[src/design/crc8pr_pkg.sv]
`default_nettype none

package crc8pr_pkg;

    // fixed field widths
    localparam int ACTION_W = 2;
    localparam int BYTE_W   = 8;
    localparam int STATUS_W = 4;
    localparam int POS_W    = 16;
    localparam int LEN_W    = 16;
    localparam int CFG_IDX_W  = 2;
    localparam int CFG_DATA_W = 16;

    // parameter defaults
    localparam int BUFFER_BYTES_DEF       = 512;
    localparam int CRC_POLY_REFLECTED_DEF = 140;

    // header layout
    localparam int HEADER_BYTES = 6;
    localparam logic [POS_W-1:0] POS_DEST    = 16'd0;
    localparam logic [POS_W-1:0] POS_SENDER  = 16'd3;
    localparam logic [POS_W-1:0] POS_LEN_LO  = 16'd4;
    localparam logic [POS_W-1:0] POS_LEN_HI  = 16'd5;
    localparam logic [POS_W-1:0] POS_HDR_CRC = 16'd6;
    localparam logic [POS_W-1:0] POS_BODY    = 16'd7;
    localparam logic [LEN_W-1:0] SHORT_LEN   = 16'd8;

    // register reset values
    localparam logic [BYTE_W-1:0] UNIT_CODE_RST  = 8'h10;
    localparam logic [LEN_W-1:0]  MIN_LENGTH_RST = 16'd10;
    localparam logic [BYTE_W-1:0] END_MARKER_RST = 8'h04;

    // register indexes
    localparam logic [CFG_IDX_W-1:0] REG_UNIT_CODE  = 2'd0;
    localparam logic [CFG_IDX_W-1:0] REG_MIN_LENGTH = 2'd1;
    localparam logic [CFG_IDX_W-1:0] REG_END_MARKER = 2'd2;

    // action codes
    localparam logic [ACTION_W-1:0] ACT_DATA    = 2'd0;
    localparam logic [ACTION_W-1:0] ACT_START   = 2'd1;
    localparam logic [ACTION_W-1:0] ACT_RELEASE = 2'd2;
    localparam logic [ACTION_W-1:0] ACT_NOP     = 2'd3;

    typedef enum logic [STATUS_W-1:0] {
        ST_IGNORED  = 4'd0,
        ST_HDR_BYTE = 4'd1,
        ST_HDR_OK   = 4'd2,
        ST_HDR_BAD  = 4'd3,
        ST_BAD_LEN  = 4'd4,
        ST_BODY     = 4'd5,
        ST_PKT_OK   = 4'd6,
        ST_BAD_END  = 4'd7,
        ST_BAD_CRC  = 4'd8
    } status_t;

    typedef enum logic [1:0] {
        PH_IDLE   = 2'd0,
        PH_HEADER = 2'd1,
        PH_BODY   = 2'd2,
        PH_HELD   = 2'd3
    } phase_t;

    // one byte folded into a reflected crc-8, lsb first
    function automatic logic [BYTE_W-1:0] crc8_fold(
        input logic [BYTE_W-1:0] crc,
        input logic [BYTE_W-1:0] b,
        input logic [BYTE_W-1:0] poly
    );
        logic [BYTE_W-1:0] v;
        v = crc ^ b;
        for (int i = 0; i < BYTE_W; i++)
        begin
            if (v[0])
                v = (v >> 1) ^ poly;
            else
                v = v >> 1;
        end
        return v;
    endfunction

endpackage

`default_nettype wire

[src/design/crc8pr_in_if.sv]
`default_nettype none

interface crc8pr_in_if
    import crc8pr_pkg::*;
();
    logic                valid;
    logic                ready;
    logic [ACTION_W-1:0] action;
    logic [BYTE_W-1:0]   data_byte;

    modport source (output valid, output action, output data_byte, input ready);
    modport sink   (input valid, input action, input data_byte, output ready);
endinterface

`default_nettype wire

[src/design/crc8pr_out_if.sv]
`default_nettype none

interface crc8pr_out_if
    import crc8pr_pkg::*;
();
    logic                valid;
    logic                ready;
    logic [STATUS_W-1:0] status;
    logic [POS_W-1:0]    byte_position;
    logic [BYTE_W-1:0]   byte_value;
    logic [LEN_W-1:0]    packet_length;
    logic [BYTE_W-1:0]   sender_address;

    modport source (output valid, output status, output byte_position, output byte_value,
                    output packet_length, output sender_address, input ready);
    modport sink   (input valid, input status, input byte_position, input byte_value,
                    input packet_length, input sender_address, output ready);
endinterface

`default_nettype wire

[src/design/crc8_packet_receiver_unit.sv]
// an accepted input beat shows its result beat on the output in the cycle after it is accepted
// throughput: one beat per cycle unless the output stalls, set by the single crc-8 fold
// and header compares between the frame state registers and the result register
// the input is ready whenever the result register is empty or is being emptied
// reset (rst_n low, asynchronous): idle phase, frame state cleared, result empty,
// registers back to unit code 0x10, minimum length 10, end marker 0x04
`default_nettype none

module crc8_packet_receiver_unit
    import crc8pr_pkg::*;
#(
    parameter int BUFFER_BYTES       = BUFFER_BYTES_DEF,
    parameter int CRC_POLY_REFLECTED = CRC_POLY_REFLECTED_DEF
)(
    input  wire logic                  clk,
    input  wire logic                  rst_n,
    crc8pr_in_if.sink                  rx,
    crc8pr_out_if.source               res,
    input  wire logic                  cfg_we,
    input  wire logic [CFG_IDX_W-1:0]  cfg_index,
    input  wire logic [CFG_DATA_W-1:0] cfg_data
);

    // length must stay below the buffer minus the header bytes
    localparam logic [LEN_W:0]    LEN_LIMIT = (LEN_W+1)'(BUFFER_BYTES - HEADER_BYTES);
    localparam logic [BYTE_W-1:0] POLY      = BYTE_W'(CRC_POLY_REFLECTED);

    // configuration registers
    logic [BYTE_W-1:0] unit_code_reg;
    logic [LEN_W-1:0]  min_length_reg;
    logic [BYTE_W-1:0] end_marker_reg;

    // frame state
    phase_t            phase_reg, phase_next;
    logic [POS_W-1:0]  position_reg, position_next;
    logic [LEN_W-1:0]  length_reg, length_next;
    logic [BYTE_W-1:0] crc_reg, crc_next;
    logic              unit_match_reg, unit_match_next;
    logic [BYTE_W-1:0] sender_reg, sender_next;
    logic [BYTE_W-1:0] length_low_reg, length_low_next;

    // result register
    logic              out_valid_reg;
    status_t           status_reg, status_next;
    logic [POS_W-1:0]  bpos_reg, bpos_next;
    logic [BYTE_W-1:0] bval_reg, bval_next;
    logic [LEN_W-1:0]  plen_reg, plen_next;
    logic [BYTE_W-1:0] snd_reg, snd_next;

    logic              in_fire;
    logic [BYTE_W-1:0] b;
    logic [BYTE_W-1:0] crc_fold_val;
    logic              in_header_bytes;
    logic              hdr_bad;
    logic              len_bad;
    logic              last_byte;
    logic              crc_byte;
    logic              end_bad;
    logic              is_data;

    // the result register parts the two sides: a new beat enters while the
    // waiting one leaves
    assign rx.ready = !out_valid_reg || res.ready;
    assign in_fire  = rx.valid && rx.ready;
    assign b        = rx.data_byte;
    assign is_data  = (rx.action == ACT_DATA);

    assign crc_fold_val    = crc8_fold(crc_reg, b, POLY);
    assign in_header_bytes = (position_reg < POS_W'(HEADER_BYTES));
    // checksum byte against the running crc, and the destination match
    assign hdr_bad   = (crc_reg != b) || !unit_match_reg;
    assign len_bad   = ({1'b0, length_reg} >= LEN_LIMIT) || (length_reg < min_length_reg);
    // body: the last byte closes the packet, the one before it is the checksum
    assign last_byte = ({1'b0, position_reg} + 17'd1) >= {1'b0, length_reg};
    assign crc_byte  = ({1'b0, position_reg} + 17'd2) == {1'b0, length_reg};
    assign end_bad   = (b != end_marker_reg);

    // next phase
    always_comb
    begin
        phase_next = phase_reg;
        case (rx.action)
            ACT_START:
            begin
                if (phase_reg != PH_HELD)
                    phase_next = PH_HEADER;
            end
            ACT_RELEASE:
            begin
                if (phase_reg == PH_HELD)
                    phase_next = PH_IDLE;
            end
            ACT_DATA:
            begin
                unique case (phase_reg) inside
                    PH_HEADER:
                    begin
                        if (!in_header_bytes)
                        begin
                            if (hdr_bad || len_bad)
                                phase_next = PH_IDLE;
                            else
                                phase_next = PH_BODY;
                        end
                    end
                    PH_BODY:
                    begin
                        if (last_byte)
                        begin
                            if (end_bad || crc_reg != '0)
                                phase_next = PH_IDLE;
                            else
                                phase_next = PH_HELD;
                        end
                    end
                    PH_IDLE, PH_HELD:
                        phase_next = phase_reg;
                    default:
                        phase_next = phase_reg;
                endcase
            end
            default:
                phase_next = phase_reg;
        endcase
    end

    // frame datapath and result fields
    always_comb
    begin
        position_next   = position_reg;
        length_next     = length_reg;
        crc_next        = crc_reg;
        unit_match_next = unit_match_reg;
        sender_next     = sender_reg;
        length_low_next = length_low_reg;
        status_next     = ST_IGNORED;
        bpos_next       = '0;
        bval_next       = '0;
        plen_next       = '0;
        snd_next        = '0;

        if (rx.action == ACT_START && phase_reg != PH_HELD)
        begin
            position_next   = '0;
            length_next     = '0;
            crc_next        = '0;
            unit_match_next = 1'b0;
            sender_next     = '0;
            length_low_next = '0;
        end
        else if (is_data && phase_reg == PH_HEADER)
        begin
            bpos_next = position_reg;
            bval_next = b;
            if (in_header_bytes)
            begin
                status_next = ST_HDR_BYTE;
                if (position_reg == POS_DEST)
                    unit_match_next = (b == unit_code_reg);
                if (position_reg == POS_SENDER)
                    sender_next = b;
                if (position_reg == POS_LEN_LO)
                    length_low_next = b;
                if (position_reg == POS_LEN_HI)
                    length_next = {b, length_low_reg};
                crc_next      = crc_fold_val;
                position_next = position_reg + 16'd1;
            end
            else
            begin
                plen_next = length_reg;
                if (hdr_bad)
                    status_next = ST_HDR_BAD;
                else if (len_bad)
                    status_next = ST_BAD_LEN;
                else
                begin
                    status_next = ST_HDR_OK;
                    // short packet: byte 7 is already the last, so the checksum
                    // byte is cancelled rather than folded
                    if (length_reg <= SHORT_LEN)
                        crc_next = crc_reg ^ b;
                    else
                        crc_next = crc_fold_val;
                    position_next = POS_BODY;
                end
            end
        end
        else if (is_data && phase_reg == PH_BODY)
        begin
            bpos_next = position_reg;
            bval_next = b;
            plen_next = length_reg;
            if (last_byte)
            begin
                if (end_bad)
                    status_next = ST_BAD_END;
                else if (crc_reg != '0)
                    status_next = ST_BAD_CRC;
                else
                begin
                    status_next = ST_PKT_OK;
                    snd_next    = sender_reg;
                end
            end
            else
            begin
                status_next = ST_BODY;
                // the trailing checksum cancels the crc to zero on a good packet
                if (crc_byte)
                    crc_next = crc_reg ^ b;
                else
                    crc_next = crc_fold_val;
                position_next = position_reg + 16'd1;
            end
        end

        // ignored beats still report the length while a packet is open or held
        if (status_next == ST_IGNORED && (phase_next == PH_BODY || phase_next == PH_HELD))
            plen_next = length_next;
    end

    // configuration registers
    always_ff @(posedge clk or negedge rst_n)
    begin
        if (!rst_n)
        begin
            unit_code_reg  <= UNIT_CODE_RST;
            min_length_reg <= MIN_LENGTH_RST;
            end_marker_reg <= END_MARKER_RST;
        end
        else if (cfg_we)
        begin
            unique case (cfg_index)
                REG_UNIT_CODE:  unit_code_reg  <= cfg_data[BYTE_W-1:0];
                REG_MIN_LENGTH: min_length_reg <= cfg_data[LEN_W-1:0];
                REG_END_MARKER: end_marker_reg <= cfg_data[BYTE_W-1:0];
                default:        ;
            endcase
        end
    end

    // frame state
    always_ff @(posedge clk or negedge rst_n)
    begin
        if (!rst_n)
        begin
            phase_reg      <= PH_IDLE;
            position_reg   <= '0;
            length_reg     <= '0;
            crc_reg        <= '0;
            unit_match_reg <= 1'b0;
            sender_reg     <= '0;
            length_low_reg <= '0;
        end
        else if (in_fire)
        begin
            phase_reg      <= phase_next;
            position_reg   <= position_next;
            length_reg     <= length_next;
            crc_reg        <= crc_next;
            unit_match_reg <= unit_match_next;
            sender_reg     <= sender_next;
            length_low_reg <= length_low_next;
        end
    end

    // result valid flag
    always_ff @(posedge clk or negedge rst_n)
    begin
        if (!rst_n)
            out_valid_reg <= 1'b0;
        else if (in_fire)
            out_valid_reg <= 1'b1;
        else if (res.ready)
            out_valid_reg <= 1'b0;
    end

    // result payload, loaded with each accepted beat
    always_ff @(posedge clk)
    begin
        if (in_fire)
        begin
            status_reg <= status_next;
            bpos_reg   <= bpos_next;
            bval_reg   <= bval_next;
            plen_reg   <= plen_next;
            snd_reg    <= snd_next;
        end
    end

    assign res.valid          = out_valid_reg;
    assign res.status         = status_reg;
    assign res.byte_position  = bpos_reg;
    assign res.byte_value     = bval_reg;
    assign res.packet_length  = plen_reg;
    assign res.sender_address = snd_reg;

endmodule

`default_nettype wire

[src/flat_wrapper.sv]
// flat-port wrapper written by rule: the top's interface ports become plain ports
module crc8_packet_receiver_unit_flat import crc8pr_pkg::*;
#(
    parameter int BUFFER_BYTES       = BUFFER_BYTES_DEF,
    parameter int CRC_POLY_REFLECTED = CRC_POLY_REFLECTED_DEF
)
  (clk, rst_n, cfg_we, cfg_index, cfg_data, rx_valid, rx_action, rx_data_byte, rx_ready, res_valid, res_status, res_byte_position, res_byte_value, res_packet_length, res_sender_address, res_ready);
  crc8pr_in_if rx_i ();
  crc8pr_out_if res_i ();
  input  wire logic clk;
  input  wire logic rst_n;
  input  wire logic cfg_we;
  input  wire logic [CFG_IDX_W-1:0] cfg_index;
  input  wire logic [CFG_DATA_W-1:0] cfg_data;
  input wire logic [$bits(rx_i.valid)-1:0] rx_valid;
  input wire logic [$bits(rx_i.action)-1:0] rx_action;
  input wire logic [$bits(rx_i.data_byte)-1:0] rx_data_byte;
  output wire logic [$bits(rx_i.ready)-1:0] rx_ready;
  output wire logic [$bits(res_i.valid)-1:0] res_valid;
  output wire logic [$bits(res_i.status)-1:0] res_status;
  output wire logic [$bits(res_i.byte_position)-1:0] res_byte_position;
  output wire logic [$bits(res_i.byte_value)-1:0] res_byte_value;
  output wire logic [$bits(res_i.packet_length)-1:0] res_packet_length;
  output wire logic [$bits(res_i.sender_address)-1:0] res_sender_address;
  input wire logic [$bits(res_i.ready)-1:0] res_ready;
  assign rx_i.valid = rx_valid;
  assign rx_i.action = rx_action;
  assign rx_i.data_byte = rx_data_byte;
  assign rx_ready = rx_i.ready;
  assign res_valid = res_i.valid;
  assign res_status = res_i.status;
  assign res_byte_position = res_i.byte_position;
  assign res_byte_value = res_i.byte_value;
  assign res_packet_length = res_i.packet_length;
  assign res_sender_address = res_i.sender_address;
  assign res_i.ready = res_ready;
  crc8_packet_receiver_unit #(.BUFFER_BYTES(BUFFER_BYTES), .CRC_POLY_REFLECTED(CRC_POLY_REFLECTED)) u_core (.clk(clk), .rst_n(rst_n), .rx(rx_i), .res(res_i), .cfg_we(cfg_we), .cfg_index(cfg_index), .cfg_data(cfg_data));
endmodule
[config.mk]
export PLATFORM = sky130hd
export DESIGN_NAME = crc8_packet_receiver_unit_flat
export DESIGN_NICKNAME = d
export VERILOG_FILES = /design/src/design/crc8pr_pkg.sv /design/src/design/crc8pr_in_if.sv /design/src/design/crc8pr_out_if.sv /design/src/design/crc8_packet_receiver_unit.sv /design/src/flat_wrapper.sv
export SDC_FILE = /design/constraint.sdc
export NUM_CORES = 1
export LEC_CHECK = 0
export BUFFER_PORTS_ARGS = -buffer_cell sky130_fd_sc_hd__buf_2
export CORE_MARGIN = 8
export CORE_UTILIZATION = 55
export DETAILED_ROUTE_END_ITERATION = 10
export GPL_TIMING_DRIVEN = 0
export HOLD_SLACK_MARGIN = 0.03
export PLACE_DENSITY = 0.76
export SLEW_MARGIN = 30
export SYNTH_ARGS = -nofsm -noshare
export SYNTH_HDL_FRONTEND = slang
export SYNTH_SLANG_ARGS = --single-unit
[constraint.sdc]
create_clock -name clk -period 6.6 [get_ports clk]
set_input_delay 0.99 -clock clk [delete_from_list [all_inputs] [get_ports clk]]
set_output_delay 0.99 -clock clk [all_outputs]
set_load 0.005 [all_outputs]
==> results.rst <==
.. list-table::
   :header-rows: 1

   * - Metric
     - Value
   * - Peak clock frequency supported by timing
     - between 200 and 250 MHz
   * - Largest fanout on the critical path
     - 10
   * - Final-layout fill cell count
     - approximately 1200
   * - Most frequent standard cell in the layout excluding fill and tap cells
     - dfrtp_1
   * - Count of antenna diodes in the layout
     - 0
   * - Final slew viol count
     - 0
   * - Hold buffer count at CTS
     - 0
   * - Routed via count
     - 6609
   * - Num rows
     - 45
   * - Synthesis Warnings
     - 0
   * - Post-Place Worst Slack
     - between 2 and 2.5 ns
   * - Peak supply drop
     - between 0.0002 and 0.00025 V
   * - Worst Path Arrival
     - between 4 and 5 ns
   * - CTS HTree Levels
     - 4
   * - DRC viols
     - 0
   * - Post-layout net count
     - 967
   * - Top-level port count
     - 87
   * - Post-DR wirelength/cell
     - between 15 and 20 um
   * - Post-CTS setup buffer count
     - 0
   * - Number of standard cells in the layout, taps in and fillers out
     - approximately 1100
   * - Seq pwr share
     - a little under two fifths
   * - Category of the most critical setup path
     - reg2reg
   * - CORE AREA
     - ~15000 um2
   * - Tightest hold margin
     - around 0.49 ns
   * - Register area share after synthesis
     - 46.34%
   * - First-pass GRT wire length
     - around 35000 um
   * - Critical path startpoint category
     - flop
   * - Clock buffers created by TritonCTS
     - 17
   * - Category of the worst setup path capture point
     - flop
   * - Register cell area after layout
     - 3869 um2
   * - Top flip-flop cell by instance count after synthesis
     - dfrtp_1
   * - Internal power contribution
     - roughly 2.1 mW
   * - First DRT Iteration DRCs
     - ~540
   * - Mux contribution to synthesized area
     - roughly 6.7%
   * - Pin count of the biggest net entering global routing
     - between 50 and 60
   * - Max-cap violation count
     - 0
   * - Switching pwr
     - between 1 and 1.5 mW
   * - Proportion of total power due to net switching
     - between 30% and 40%
   * - Post-layout minimum cycle time
     - roughly 4.3 ns
   * - Via-per-instance ratio
     - 6.036
   * - Number of global-route vias before repair
     - between 6000 and 7000
   * - Detailed-router iteration count before antenna repair
     - 5
   * - Synth Area in Compound Gates
     - roughly an eighth
   * - Result of the run
     - completed
   * - EDFF count, synth
     - 52
   * - Slew at the pin with the worst max-slew slack
     - about 0.89 ns
   * - Simple-gate portion of the synthesized area
     - 16.71%
   * - Final RePlAce weighted congestion
     - ~0.98
   * - # setup viols final
     - 0
   * - Number of port buffers
     - approximately 80
   * - Avg Cell Area, Syn
     - about 11 um2
   * - Detailed Route WL
     - between 20000 and 25000 um
   * - HPWL reported at the end of detailed placement
     - about 15000 um
   * - # resized after CTS
     - 0
   * - Combinational share of power
     - between 30% and 40%
   * - LEAKAGE
     - 4.106 nW
   * - Global Route Usage Sum
     - between 20% and 30%
   * - Antenna violations before repair
     - 0
   * - Mapped cell area
     - ~8300 um2
   * - Worst path setup slack after routing
     - between 2 and 2.5 ns
   * - Chip Height
     - approximately 140 um
   * - Power share of the clock group
     - between 20 and 30%
   * - Power after layout
     - around 3.1 mW
   * - Proportion of register bits with asynchronous set or reset after synthesis
     - 63.89%
   * - Clock tree from TritonCTS
     - built
   * - Die Wd
     - approximately 140 um
   * - Worst path required time
     - just under 7 ns
   * - Initial Utilization
     - around 56%
   * - Overflow after GRT
     - 0
   * - Commonest cells after routing, fill and taps aside
     - 88 x dfrtp_1, 83 x buf_2, 53 x o21ai_0
   * - Growth of design area from synthesis to finish
     - 15.23%
   * - Die footprint
     - 19380 um2
   * - Total clock sinks
     - roughly 140
   * - Clock skew after layout
     - around 0.012 ns
   * - Post-CTS clock slew at the launch and capture registers of the worst setup and hold paths
     - 0.06 ns
   * - Main combinational cell family by area after synthesis
     - simple AND/OR/NAND/NOR gates
   * - Hold violation count in the final report
     - 0
   * - Number of standard cells after synthesis
     - about 800
   * - Worst skew pair latency
     - ~0.43 ns
   * - Syn nets
     - roughly 870
   * - Number of buffers on the longest clock path
     - 2
   * - Detail Route Antenna Nets
     - 0
   * - Relative slew slack
     - roughly 40%
   * - Cell chosen for the clock root
     - clkbuf_16
   * - Cell Pwr Density
     - approximately 320 nW/um2
   * - Setup repair after global routing missed its margin
     - no
   * - Post-route clock period utilization
     - between 60 and 70%
   * - Type of the most critical hold path
     - reg2reg
   * - Fin Setup TNS
     - 0 ns
   * - Total area of multi-input combinational cells
     - 4110 um2
   * - Placed insts
     - roughly 1100
   * - Share of cells above drive strength 1
     - 21.61%
   * - Arithmetic-cell share of the synthesized area counting full adders, half adders and majority gates
     - under 10%
   * - Xor/xnor cell area share of the yosys netlist
     - roughly 7.6%
   * - Flop and latch count out of synthesis
     - ~140
   * - Unique cell type count in the Yosys netlist
     - between 60 and 70
-- through the flow --
| step | instance area, um2 | utilization [%] |
|---|---|---|
| final | 9620 | 64.00 |
| after global routing | 9620 | 64.00 |
| after CTS | 9613 | 63.95 |
| after detailed placement | 9036 | 60.11 |
| after global placement | 8975 | 59.70 |
| after floorplan | 8349 | - |
-- power by group through the flow --
stage	Sequential (mW)	Clock [mW]	Combinational (mW)
global placement	1.20	0	0.939
floorplan	1.17	0	0.740
finish	1.19	0.933	0.992
detailed placement	1.20	0	0.966
global route	1.21	0.979	1.10
CTS	1.19	0.944	0.975
-- metal layers --
layer	wire length, um	global-route usage [%]
met2	10450	38.12
met3	1386	4.822
met5	0	0
met1	8804	27.45
met4	818	12.25
-- worst max-delay path: stages, from the launching register on --
cell and delay, ns:
dfrtp_1 0.58, ha_1 0.38, nand3_4 0.14, or3_4 0.44
nor2_1 0.19, xor2_1 0.23, ha_1 0.28, a21o_1 0.18
a21oi_1 0.13, o31a_1 0.17, o21a_2 0.20, nand2_1 0.08
a31oi_1 0.49, o31ai_4 0.21, buf_6 0.18, and2_4 0.15
-- layout make-up --
cell class / instances / area share, %
multi-input cells: 558 / 42.72
inverters: 47 / 1.860
flip-flops and latches: 144 / 40.21
repair buffers: 80 / 4.617
clock buffers: 23 / 5.176
clock inverters: 9 / 0.8194
well taps: 188 / 2.445
plain buffers: 46 / 2.146
-- synthesized netlist by cell type, types with 6 or more instances --
cell | number | area, um2
dfrtp_1 | 88 | 2202
inv_1 | 47 | 176.4
o21ai_0 | 53 | 265.3
edfxtp_1 | 52 | 1562
nor3_1 | 14 | 70.07
ha_1 | 40 | 500.5
nor4_1 | 14 | 87.58
nand4_1 | 19 | 118.9
nand3_1 | 34 | 170.2
nand2_1 | 40 | 150.1
clkbuf_1 | 33 | 123.9
nor2_1 | 30 | 112.6
a22o_1 | 16 | 140.1
nor3b_1 | 6 | 45.04
nand2b_1 | 8 | 50.05
a21oi_1 | 22 | 110.1
buf_2 | 6 | 30.03
xor2_1 | 26 | 227.7
and2_4 | 10 | 87.58
mux2_2 | 49 | 551.8
and3_1 | 6 | 37.54
xnor2_1 | 46 | 402.9
and2_1 | 43 | 269.0
a211oi_1 | 14 | 105.1
-- kinds of logic after synthesis --
kind of cell,count (synthesis)
buf+inv,93
simple gates,246
mux,50
xor+xnor,72
compound gates,150
flops,144
fa+ha+maj,40
-- final timing paths --
| kind | startpoint | to | slack [ns] | depth (start not counted) |
|---|---|---|---|---|
| max in group asynchronous | rst_n | u_core.unit_code_reg[4]$_DFFE_PN1P_ | 5.43 | 2 |
| min | u_core.length_low_reg[4]$_DFFE_PN0P_ | u_core.length_reg[4]$_DFFE_PN0P_ | 0.49 | 1 |
| min reg2reg | u_core.length_low_reg[4]$_DFFE_PN0P_ | u_core.length_reg[4]$_DFFE_PN0P_ | 0.49 | 1 |
| max | u_core.position_reg[0]$_DFFE_PN0P_ | u_core.res.packet_length[5]$_DFFE_PP_ | 2.31 | 15 |
| max reg2reg | u_core.position_reg[0]$_DFFE_PN0P_ | u_core.res.packet_length[5]$_DFFE_PP_ | 2.31 | 15 |
| min in group asynchronous | rst_n | u_core.position_reg[6]$_DFFE_PN0P_ | 0.51 | 1 |
Power figures use the tool's default switching activity.
